`src/sv/dks_pkg.sv`:
```
`default_nettype none

package dks_pkg;

  localparam int unsigned KeyW   = 64;
  localparam int unsigned HalfW  = 28;
  localparam int unsigned CdW    = 2 * HalfW;
  localparam int unsigned RkeyW  = 48;
  localparam int unsigned Rounds = 16;
  localparam int unsigned RndW   = 4;
  localparam int unsigned RotW   = 2;

  localparam logic [RndW-1:0] LastRound = RndW'(Rounds - 1);

  typedef struct packed {
    logic [HalfW-1:0] c;
    logic [HalfW-1:0] d;
  } cd_t;

  // Head of the front-to-back queue.
  typedef struct packed {
    logic valid;
    cd_t  data;
  } head_t;

  localparam logic [6:0] Pc1Tab [CdW] = '{
    7'd57, 7'd49, 7'd41, 7'd33, 7'd25, 7'd17, 7'd9,
    7'd1,  7'd58, 7'd50, 7'd42, 7'd34, 7'd26, 7'd18,
    7'd10, 7'd2,  7'd59, 7'd51, 7'd43, 7'd35, 7'd27,
    7'd19, 7'd11, 7'd3,  7'd60, 7'd52, 7'd44, 7'd36,
    7'd63, 7'd55, 7'd47, 7'd39, 7'd31, 7'd23, 7'd15,
    7'd7,  7'd62, 7'd54, 7'd46, 7'd38, 7'd30, 7'd22,
    7'd14, 7'd6,  7'd61, 7'd53, 7'd45, 7'd37, 7'd29,
    7'd21, 7'd13, 7'd5,  7'd28, 7'd20, 7'd12, 7'd4
  };

  localparam logic [RotW-1:0] RotTab [Rounds] = '{
    2'd1, 2'd1, 2'd2, 2'd2, 2'd2, 2'd2, 2'd2, 2'd2,
    2'd1, 2'd2, 2'd2, 2'd2, 2'd2, 2'd2, 2'd2, 2'd1
  };

  localparam logic [5:0] Pc2Tab [RkeyW] = '{
    6'd14, 6'd17, 6'd11, 6'd24, 6'd1,  6'd5,
    6'd3,  6'd28, 6'd15, 6'd6,  6'd21, 6'd10,
    6'd23, 6'd19, 6'd12, 6'd4,  6'd26, 6'd8,
    6'd16, 6'd7,  6'd27, 6'd20, 6'd13, 6'd2,
    6'd41, 6'd52, 6'd31, 6'd37, 6'd47, 6'd55,
    6'd30, 6'd40, 6'd51, 6'd45, 6'd33, 6'd48,
    6'd44, 6'd49, 6'd39, 6'd56, 6'd34, 6'd53,
    6'd46, 6'd42, 6'd50, 6'd36, 6'd29, 6'd32
  };

  function automatic cd_t pc1(input logic [KeyW-1:0] k);
    logic [CdW-1:0] r;
    r = '0;
    for (int i = 0; i < CdW; i++) begin
      r[CdW-1-i] = k[KeyW - int'(Pc1Tab[i])];
    end
    return cd_t'(r);
  endfunction

  function automatic logic [RkeyW-1:0] pc2(input cd_t cd);
    logic [CdW-1:0]   v;
    logic [RkeyW-1:0] r;
    v = cd;
    r = '0;
    for (int j = 0; j < RkeyW; j++) begin
      r[RkeyW-1-j] = v[CdW - int'(Pc2Tab[j])];
    end
    return r;
  endfunction

  function automatic logic [HalfW-1:0] rotl(input logic [HalfW-1:0] x,
                                           input logic [RotW-1:0] n);
    logic [HalfW-1:0] r;
    case (n)
      2'd1:    r = {x[HalfW-2:0], x[HalfW-1]};
      2'd2:    r = {x[HalfW-3:0], x[HalfW-1:HalfW-2]};
      default: r = x;
    endcase
    return r;
  endfunction

  function automatic logic [HalfW-1:0] rotr(input logic [HalfW-1:0] x,
                                           input logic [RotW-1:0] n);
    logic [HalfW-1:0] r;
    case (n)
      2'd1:    r = {x[0], x[HalfW-1:1]};
      2'd2:    r = {x[1:0], x[HalfW-1:2]};
      default: r = x;
    endcase
    return r;
  endfunction

endpackage

`default_nettype wire

```
`src/sv/dks_front.sv`:
```
`default_nettype none

module dks_front (
  input  wire logic                   clk_i,
  input  wire logic                   rst_ni,
  input  wire logic                   push,
  output logic                        full,
  input  wire logic [dks_pkg::KeyW-1:0] key_i,
  output dks_pkg::head_t              head_o,
  input  wire logic                   head_pop_i
);
  import dks_pkg::*;

  cd_t        mem_q [2];
  logic       wr_ptr_q, wr_ptr_d;
  logic       rd_ptr_q, rd_ptr_d;
  logic [1:0] count_q, count_d;
  logic       wr_en, rd_en;

  assign full   = (count_q == 2'd2);
  assign wr_en  = push && !full;
  assign rd_en  = head_pop_i && (count_q != 2'd0);

  assign head_o = '{valid: (count_q != 2'd0), data: mem_q[rd_ptr_q]};

  always_comb begin
    wr_ptr_d = wr_ptr_q ^ wr_en;
    rd_ptr_d = rd_ptr_q ^ rd_en;
    count_d  = count_q;
    case ({wr_en, rd_en})
      2'b10:   count_d = count_q + 2'd1;
      2'b01:   count_d = count_q - 2'd1;
      default: count_d = count_q;
    endcase
  end

  // Split the key into its halves on the way in.
  always_ff @(posedge clk_i) begin
    if (wr_en) begin
      mem_q[wr_ptr_q] <= pc1(key_i);
    end
  end

  always_ff @(posedge clk_i or negedge rst_ni) begin
    if (!rst_ni) begin
      wr_ptr_q <= 1'b0;
      rd_ptr_q <= 1'b0;
      count_q  <= 2'd0;
    end else begin
      wr_ptr_q <= wr_ptr_d;
      rd_ptr_q <= rd_ptr_d;
      count_q  <= count_d;
    end
  end

endmodule

`default_nettype wire

```
`src/sv/dks_back.sv`:
```
`default_nettype none

module dks_back (
  input  wire logic                    clk_i,
  input  wire logic                    rst_ni,
  input  wire logic                    decrypt_order_i,
  input  wire dks_pkg::head_t          head_i,
  output logic                         head_pop_o,
  output logic                         empty,
  input  wire logic                    pop,
  output logic [dks_pkg::RkeyW-1:0]    round_key_o,
  output logic [dks_pkg::RndW-1:0]     round_index_o,
  output logic                         last_o
);
  import dks_pkg::*;

  cd_t              cd_q, cd_d;
  logic [RndW-1:0]  cnt_q;
  logic             out_valid_q;
  logic [RkeyW-1:0] rkey_q, rkey_d;
  logic [RndW-1:0]  idx_q;
  logic             last_q;
  logic             step;
  cd_t              src;
  cd_t              fwd;
  logic [RotW-1:0]  amt;

  // Round zero works straight off the queue head.
  assign src  = (cnt_q == '0) ? head_i.data : cd_q;
  assign step = ((cnt_q != '0) || head_i.valid) && (!out_valid_q || pop);
  assign head_pop_o = step && (cnt_q == '0);

  always_comb begin
    amt   = decrypt_order_i ? RotTab[LastRound - cnt_q] : RotTab[cnt_q];
    fwd.c = rotl(src.c, amt);
    fwd.d = rotl(src.d, amt);
    if (decrypt_order_i) begin
      // Halves after round 16 equal the loaded ones; walk back by rotating right.
      rkey_d = pc2(src);
      cd_d.c = rotr(src.c, amt);
      cd_d.d = rotr(src.d, amt);
    end else begin
      rkey_d = pc2(fwd);
      cd_d   = fwd;
    end
  end

  assign empty         = !out_valid_q;
  assign round_key_o   = rkey_q;
  assign round_index_o = idx_q;
  assign last_o        = last_q;

  always_ff @(posedge clk_i) begin
    if (step) begin
      cd_q   <= cd_d;
      rkey_q <= rkey_d;
      idx_q  <= cnt_q;
      last_q <= (cnt_q == LastRound);
    end
  end

  always_ff @(posedge clk_i or negedge rst_ni) begin
    if (!rst_ni) begin
      cnt_q       <= '0;
      out_valid_q <= 1'b0;
    end else begin
      if (step) begin
        cnt_q       <= cnt_q + RndW'(1);
        out_valid_q <= 1'b1;
      end else if (pop) begin
        out_valid_q <= 1'b0;
      end
    end
  end

endmodule

`default_nettype wire

```
`src/sv/des_key_schedule_unit.sv`:
```
`default_nettype none

// Channel   | Handshake                          | Word
// ----------+------------------------------------+-----------------------------------
// key in    | push / full (take: push&!full)     | key_i[63:0]
// subkeys   | empty / pop (take: pop&!empty)     | round_key_o, round_index_o, last_o
// config    | cfg_valid_i / cfg_ready_o          | cfg_data_i (decrypt order)
//
// Each key yields 16 subkey words, one per clock while pop keeps up.
// A taken key's halves are registered in the queue; its first subkey is then
// registered in the output register, once that register is free.
// A two-entry queue holds split keys so the front keeps taking words while
// the back end drains; the output register stalls the round unit only.
// Reset is asynchronous, active low, and clears all control state.

module des_key_schedule_unit (
  input  wire logic                     clk_i,
  input  wire logic                     rst_ni,
  input  wire logic                     push,
  output logic                          full,
  input  wire logic [dks_pkg::KeyW-1:0] key_i,
  output logic                          empty,
  input  wire logic                     pop,
  output logic [dks_pkg::RkeyW-1:0]     round_key_o,
  output logic [dks_pkg::RndW-1:0]      round_index_o,
  output logic                          last_o,
  input  wire logic                     cfg_valid_i,
  output logic                          cfg_ready_o,
  input  wire logic                     cfg_data_i
);
  import dks_pkg::*;

  head_t head;
  logic  head_pop;
  logic  decrypt_order_q;

  // Config is always taken; only the low bit matters.
  assign cfg_ready_o = 1'b1;

  always_ff @(posedge clk_i or negedge rst_ni) begin
    if (!rst_ni) begin
      decrypt_order_q <= 1'b0;
    end else if (cfg_valid_i && cfg_ready_o) begin
      decrypt_order_q <= cfg_data_i;
    end
  end

  // Front: take keys, apply the first permutation, queue the halves.
  dks_front u_front (
    .clk_i      (clk_i),
    .rst_ni     (rst_ni),
    .push       (push),
    .full       (full),
    .key_i      (key_i),
    .head_o     (head),
    .head_pop_i (head_pop)
  );

  // Back: rotate halves round by round and emit subkeys.
  dks_back u_back (
    .clk_i           (clk_i),
    .rst_ni          (rst_ni),
    .decrypt_order_i (decrypt_order_q),
    .head_i          (head),
    .head_pop_o      (head_pop),
    .empty           (empty),
    .pop             (pop),
    .round_key_o     (round_key_o),
    .round_index_o   (round_index_o),
    .last_o          (last_o)
  );

  // Last flag marks exactly the final round.
  assert property (@(posedge clk_i) disable iff (!rst_ni)
    !empty |-> (last_o == (round_index_o == LastRound)))
    else $error("last flag out of step with round index");

  // Back end only takes a queue entry that exists.
  assert property (@(posedge clk_i) disable iff (!rst_ni)
    head_pop |-> head.valid)
    else $error("queue popped while empty");

  // Mid-run, the next subkey follows right away with the next index.
  assert property (@(posedge clk_i) disable iff (!rst_ni)
    (!empty && pop && !last_o) |=>
      (!empty && (round_index_o == $past(round_index_o) + RndW'(1))))
    else $error("subkey run broken");

  // A new run always starts at index zero.
  assert property (@(posedge clk_i) disable iff (!rst_ni)
    (!empty && pop && last_o) |=> (empty || (round_index_o == '0)))
    else $error("run did not restart at index zero");

endmodule

`default_nettype wire
```
`config.mk`:
```
export PLATFORM = sky130hd
export DESIGN_NAME = des_key_schedule_unit
export DESIGN_NICKNAME = d
export VERILOG_FILES = /design/src/sv/dks_pkg.sv /design/src/sv/dks_front.sv /design/src/sv/dks_back.sv /design/src/sv/des_key_schedule_unit.sv
export SDC_FILE = /design/constraint.sdc
export NUM_CORES = 1
export LEC_CHECK = 0
export ABC_AREA = 1
export BUFFER_PORTS_ARGS = -buffer_cell sky130_fd_sc_hd__clkbuf_2
export CAP_MARGIN = 20
export CORE_ASPECT_RATIO = 1.2
export CORE_MARGIN = 10
export CORE_UTILIZATION = 53
export DETAILED_ROUTE_END_ITERATION = 10
export PLACE_DENSITY_LB_ADDON = 0.15
export SETUP_SLACK_MARGIN = 0.15
export SYNTH_ARGS = -nofsm -noshare
export SYNTH_HDL_FRONTEND = slang
export SYNTH_HIERARCHICAL = 1
export SYNTH_SLANG_ARGS = --single-unit
```
`constraint.sdc`:
```
create_clock -name clk_i -period 3.72 [get_ports clk_i]
set_input_delay 0.558 -clock clk_i [delete_from_list [all_inputs] [get_ports clk_i]]
set_output_delay 0.558 -clock clk_i [all_outputs]
set_load 0.02 [all_outputs]
```
== After elaboration in Yosys (flattened, before gate mapping) ==
Memories as Yosys holds them, arrays and structs flattened.
Index checks and enable logic that the tools add are counted.
Widths: inputs -> output; s select.

* Equality and inequality tests: 6
* Magnitude comparators: 2
* Muxes and demuxes: 17
* Reduce and logical (&&, ||, !) cells: 13
* Add/subtract/negate cells: 4
* Bitwise operators: 4

{| class="wikitable"
|+ Operators by type and width
! kind !! number
|-
| $pmux 28 s2 || 4
|-
| $mux 56 || 2
|-
| $mux 48 || 1
|-
| $ge 5x5->1 const B || 2
|-
| $mux 2 || 5
|-
| $not 4->5 || 2
|-
| $eq 2x2->1 const B || 3
|-
| $reduce_bool 2->1 || 3
|-
| $add 4x1->4 const B || 1
|-
| $eq 2x1->1 const B || 2
|-
| $eq 4x4->1 const B || 1
|-
| $logic_and 1x1->1 || 4
|-
| $logic_not 4->1 || 1
|-
| $mux 1 || 4
|-
| $pmux 2 s2 || 1
|-
| $reduce_bool 4->1 || 1
|-
| $sub 4x4->4 const A || 1
|-
| $add 2x1->2 const B || 1
|-
| $logic_not 1->1 || 2
|-
| $logic_or 1x1->1 || 2
|-
| $sub 2x1->2 const B || 1
|-
| $xor 1x1->1 || 2
|}

* Memory bits (writable): 112
* Word-level logic and storage cells: 60
* Output and inout bits: 56
* Memories kept: 3
* ROM bits: 64
* Register bits after elaboration: 119
* Input port bits: 70

{| class="wikitable"
|+ Memory list
! name !! depth !! width !! rd ports !! clocked after Yosys merged registers in !! write ports !! line !! text
|-
| u_front.mem_q || 2 || 56 || 1 || 0 || 1 || dks_front.sv:14 || <nowiki>cd_t mem_q [2];</nowiki>
|-
| (name not given) || 16 || 2 || 1 || 0 || 0 || dks_back.sv:34 || <nowiki>amt = decrypt_order_i ? RotTab[LastRound - cnt_q] : RotTab[cnt_q];</nowiki>
|-
| (name not given) || 16 || 2 || 1 || 0 || 0 || dks_back.sv:34 ||
|}

== Logic depth before layout (Yosys ltp) ==
* Depth after elaboration: 9
* Depth in mapped cells: 14
* Mapped depth without buffers: 13

== By module ==
Netlist, hierarchy kept.

{| class="wikitable"
|+ By module, submodules not included
! module !! area an instance (sq um) !! cells each !! seq. area each (sq um) !! instances
|-
| dks_back || 6,422.4 || 858 || 3,398.3 || 1
|-
| dks_front || 4,296.6 || 322 || 3,463.3 || 1
|-
| des_key_schedule_unit || 51.3 || 7 || 25.0 || 1
|}

== Worst setup path before layout ==
OpenSTA, ideal clock, no wires.

* Path kind: register -> register
* Start: reg u_back.cnt_q[0]
* End: reg u_back.cnt_q[2]
* Data required time: 3,583 ps
* Arrival: 3,464 ps
* Library setup time: 137 ps
* Buffers on the path: 0
* Period minus slack after synthesis: 3,601 ps
* Stages on the path, launching flop included: 8
* Path slack: 119 ps
* Path through: dfrtp_1 inv_1 ha_1 nand2_1 o21ai_1 inv_1 nand2_1 xor2_1

* Word-level cells in the longest chain between the ends: 3
* Elaborated cells on any way between the ends: 4
* Those cells by class: add/sub (1); reduce/logical (3)

{| class="wikitable"
|+ Ends and longest elaborated chain
! what !! line !! text
|-
| from (decl) || dks_back.sv:18 || <nowiki>logic [RndW-1:0] cnt_q;</nowiki>
|-
| from (signal assigned) || dks_back.sv:68 || <nowiki>cnt_q <= cnt_q + RndW'(1);</nowiki>
|-
| $reduce_bool 4->1 || dks_back.sv:30 || <nowiki>assign step = ((cnt_q != '0) || head_i.valid) && (!out_valid_q || pop);</nowiki>
|-
| $logic_or 1x1->1 || dks_back.sv:30 ||
|-
| $logic_and 1x1->1 || dks_back.sv:30 ||
|-
| named net u_back.step || dks_back.sv:23 || <nowiki>logic step;</nowiki>
|}

The timed path passes the listed nets, and every way through them passes these cells.
A chain may end at the register's enable or synchronous reset.

== Worst setup path in the final report ==
* Start: reg u_back.cnt_q[0]
* End: reg u_back.rkey_q[18], in the netlist u_back/round_key_o[18], data pin

* Word-level cells in the longest chain between the ends: 9
* Elaborated cells on any way between the ends: 16
* Those cells by class: add/sub (1); eq/ne (2); mux (8); bitwise (2); reduce/logical (1); memory (2)

{| class="wikitable"
|+ Ends and longest elaborated chain
! what !! line !! text
|-
| $sub 4x4->4 || dks_back.sv:34 ||
|-
| $not 4->5 (not written as such) || dks_back.sv:34 ||
|-
| $mem_v2 16x2 || - ||
|-
| $mux 2 (not written as such) (2 in a row) || dks_back.sv:34 ||
|-
| $mux 2 || dks_back.sv:34 ||
|-
| $eq 2x2->1 or $eq 2x1->1 (tied branches) || dks_pkg.sv:76 || <nowiki>case (n)</nowiki>
|-
| $pmux 28 s2 || dks_pkg.sv:76 ||
|-
| $mux 48 * || dks_back.sv:37 || <nowiki>if (decrypt_order_i) begin</nowiki>
|-
| named net u_back.rkey_d[18] || dks_back.sv:20 || <nowiki>logic [RkeyW-1:0] rkey_q, rkey_d;</nowiki>
|-
| to (signal assigned) || dks_back.sv:56 || <nowiki>rkey_q <= rkey_d;</nowiki>
|-
| to (decl) || dks_back.sv:20 ||
|}

The timed path passes the listed nets; every way through them passes the cells marked *. The select of a mux whose other input is x is not followed.

==> results.ini <==
[outcome]
status = finished clean

[power_and_ir_drop]
seqPwrFrac = 0.375
p_int_mw = 7.11
clkPwrFrac = 0.209
p_sw_mw = 4.73
power.leakage_nw = 5.97
peakVddDrop_mv = 0.481
power.share.combinational = 0.416
pwr_density_cell_nw_per_um2 = 957
swShare = 0.399

[die]
fp-row-count = 57
fp.dieH_um = 176
ios = 126
core_um2 = 20100
dieWidth_um = 150
start_util = 0.536
die_area_um2 = 26400

[sta]
setup_viol = 0
finalCriticalPeriod_ns = 2.76
hold_viol = 0
slew-limit-headroom = 0.324
fin_crit_sh = 0.741
fin_worst_skew_ns = 0.0117
worst_slew_pin_slew_ns = 1.01
rsz0062_at_grt = false
drv_slew = 0
finalSetupTns_ns = 0
clock.fmax_mhz = 363

[place]
placed_cells = 1516
placed_area_um2 = 11500
io_buffers = 116
gp_congestion = 0.851
dpl.hpwl_um = 15400

[worst_setup_path]
path_buf_inv = 3
crit_arrival_ns = 3.12
start_kind = register
slowest_delay_ns = 0.46
cp_slowest_cell = buf_4
cp_top_family = buffers and inverters
required_ns = 4.09
path_max_fanout = 57
critical_path.most_common_cell = nand2_1
path_class = register to register
worstPathCellList = inv_1, ha_2, buf_4, nand2_1, nand2_1, nand2_1, nand2_1, nand2_1, nand2_1, buf_4, nand2_1, nand2_1, nand2_1, nand2_1
end_kind = register

[final_layout]
drive_above_1_share = 0.138
areaGrowthSynthToFinish_pct = 14.7
final_core_util = 0.614
final_nets = 1353
stdcell_area_um2 = 12400
num_antenna_cells = 0
fin_cells = 1560

[clock_network]
clock_sinks = 231
root_buffer = clkbuf_16
cts_tree = yes
holdBufCountCts = 1
insertion_delay_ns = 0.52
clk_path_buf_depth = 3
clk_pin_slew_worst_paths_ns = 0.06
numCtsBuffers = 24
ctsHtreeMaxLevel = 1
cts_post_setup_buffers_inserted = 0
cts_resized = 0

[route]
drt-wirelength-per-cell_um = 15.1
routed_wirelength_um = 23600
vias_per_cell = 5.14
via_count = 8023
drt-initial-drc-count = 693
drt.antenna.violating_nets = 0
drc_errors = 0
firstDrtPassIters = 6

[logic_synthesis]
synth.ff_latch_count = 231
synth_warnings = 6
syn_inst = 1187
synth_fp_nets = 1262
synth_area_um2 = 10800
ys_seq_area_frac = 0.639
ys_types = 22
syn-mean-instance-area_um2 = 9.07

[min_path]
hp-class = input pin to register

[global_route]
grt_max_degree = 106
grt.total_usage = 0.176
grt_pass1_wl_um = 37900
antenna_found_initial = 0
grt.overflow.total = 0
grt_pass1_vias = 7416

[job]
maxCapViolCount = 0

logic make-up after synthesis:
logic type | Yosys count | share of synthesized area
AOI/OAI and AO/OA | 5 | 0.00232
xor gates and xnor gates | 4 | 0.00325
adders and majority gates | 5 | 0.00581
buffers and inverters | 84 | 0.0361
DFF | 231 | 0.639
other | 1 | 0.000348
and+or+nand+nor | 857 | 0.313
layout make-up:
| type | count | area [um^2] |
|---|---|---|
| well taps | 265 | 332 |
| clock buffers | 27 | 633 |
| repair buffers | 132 | 728 |
| flip-flops and latches | 231 | 6890 |
| fillers | 1719 | 7750 |
| clock inverters | 16 | 191 |
| inverters | 17 | 67.6 |
| multi-input cells | 872 | 3520 |
worst register-to-register path, cell delays in order (launching register included):
cell     delay (ns)
dfrtp_1        0.40
inv_1          0.12
ha_2           0.19
buf_4          0.46
nand2_1        0.11
nand2_1        0.13
nand2_1        0.06
nand2_1        0.07
nand2_1        0.06
nand2_1        0.08
buf_4          0.45
nand2_1        0.16
nand2_1        0.09
nand2_1        0.08
nand2_1        0.13
cell usage after synthesis (all sizes together):
cell,n,share of area
a21oi,1,0.00046
buf,46,0.023
clkbuf,21,0.0073
conb,1,0.00035
dfrtp,10,0.023
edfxtp,221,0.62
ha,5,0.0058
inv,17,0.0059
nand2,736,0.26
nand3,114,0.053
nand4,1,0.00058
nor2,4,0.0016
nor3,1,0.00046
o21ai,4,0.0019
or2,1,0.00058
xnor2,1,0.00081
xor2,3,0.0024
state kept, by name (all words and copies together), names as in the netlist:
name                  flops
u_front/mem_q           112
u_back/cd_q              56
u_back/round_key_o       48
u_back/cnt_q              4
u_back/round_index_o      4
u_front/count_q           2
decrypt_order_q           1
u_back/last_o             1
u_back/out_valid_q        1
u_front/rd_ptr_q          1
u_front/wr_ptr_q          1
power by group through the flow:
stage,Clock (mW),Sequential [mW],Combinational (mW)
after detailed placement,0,4.50,4.91
after floorplan,0,4.87,3.32
after global placement,0,4.46,4.86
final,2.47,4.44,4.92
after CTS,2.53,4.45,4.94
after global routing,2.64,4.53,5.62
stage by stage:
stage	total power [mW]	worst slack [ns]	hold slack, ns
detailed placement	9.41	0.991	0.446
CTS	11.9	0.984	0.214
floorplan	8.19	0.447	0.262
global placement	9.32	1.03	0.442
finish	11.8	0.965	0.225
global route	12.8	0.639	0.214
layer usage:
layer / share of wire / routed length [um] / vias to the layer above / GRT usage
met5: 0 / 0 / - / 0
met4: 0.021 / 500 / 0 / 0.0470
met3: 0.085 / 1990 / 39 / 0.0279
met2: 0.44 / 10300 / 286 / 0.249
met1: 0.46 / 10800 / 3634 / 0.273
li1: - / - / 4064 / -
cell usage in the layout, fill, tap and decap left out:
cell type	Yosys	layout
dfrtp_1	10	9
nand3_1	114	114
nand4_1	1	1
xnor2_1	1	1
buf_4	8	13
conb_1	1	1
clkinv_1	0	3
bufinv_16	0	4
nor2_1	3	3
ha_2	0	3
ha_1	5	2
buf_12	0	2
nor2_4	0	1
inv_2	2	2
clkbuf_1	21	2
dlygate4sd3_1	0	1
xor2_1	3	3
o21ai_0	2	2
dfrtp_2	0	1
clkinv_2	0	4
a21oi_1	1	1
or2_2	1	1
clkinvlp_4	0	4
nor3_1	1	1
edfxtp_1	221	221
clkbuf_16	0	25
o21ai_4	0	1
o21ai_1	2	1
inv_1	15	14
clkbuf_2	0	116
nand2_1	736	736
clkinv_4	0	2
path summary, 6_finish.rpt:
kind | startpoint | to | slack [ns] | cells past startpoint
worst max-delay path | u_back/cnt_q[0] | u_back/round_key_o[18] | 0.96 | 14
worst min-delay path | key_i[22] | u_front/mem_q[1][45] | 0.23 | 1
worst max register to register | u_back/cnt_q[0] | u_back/round_key_o[18] | 0.96 | 14
worst min register to register | u_front/count_q[1] | u_front/count_q[1] | 0.48 | 2
max in group asynchronous | rst_ni | decrypt_order_q | 3.01 | 2
min in group asynchronous | rst_ni | u_front/count_q[1] | 0.48 | 2
Note: power is estimated with default switching activity, not from simulation.
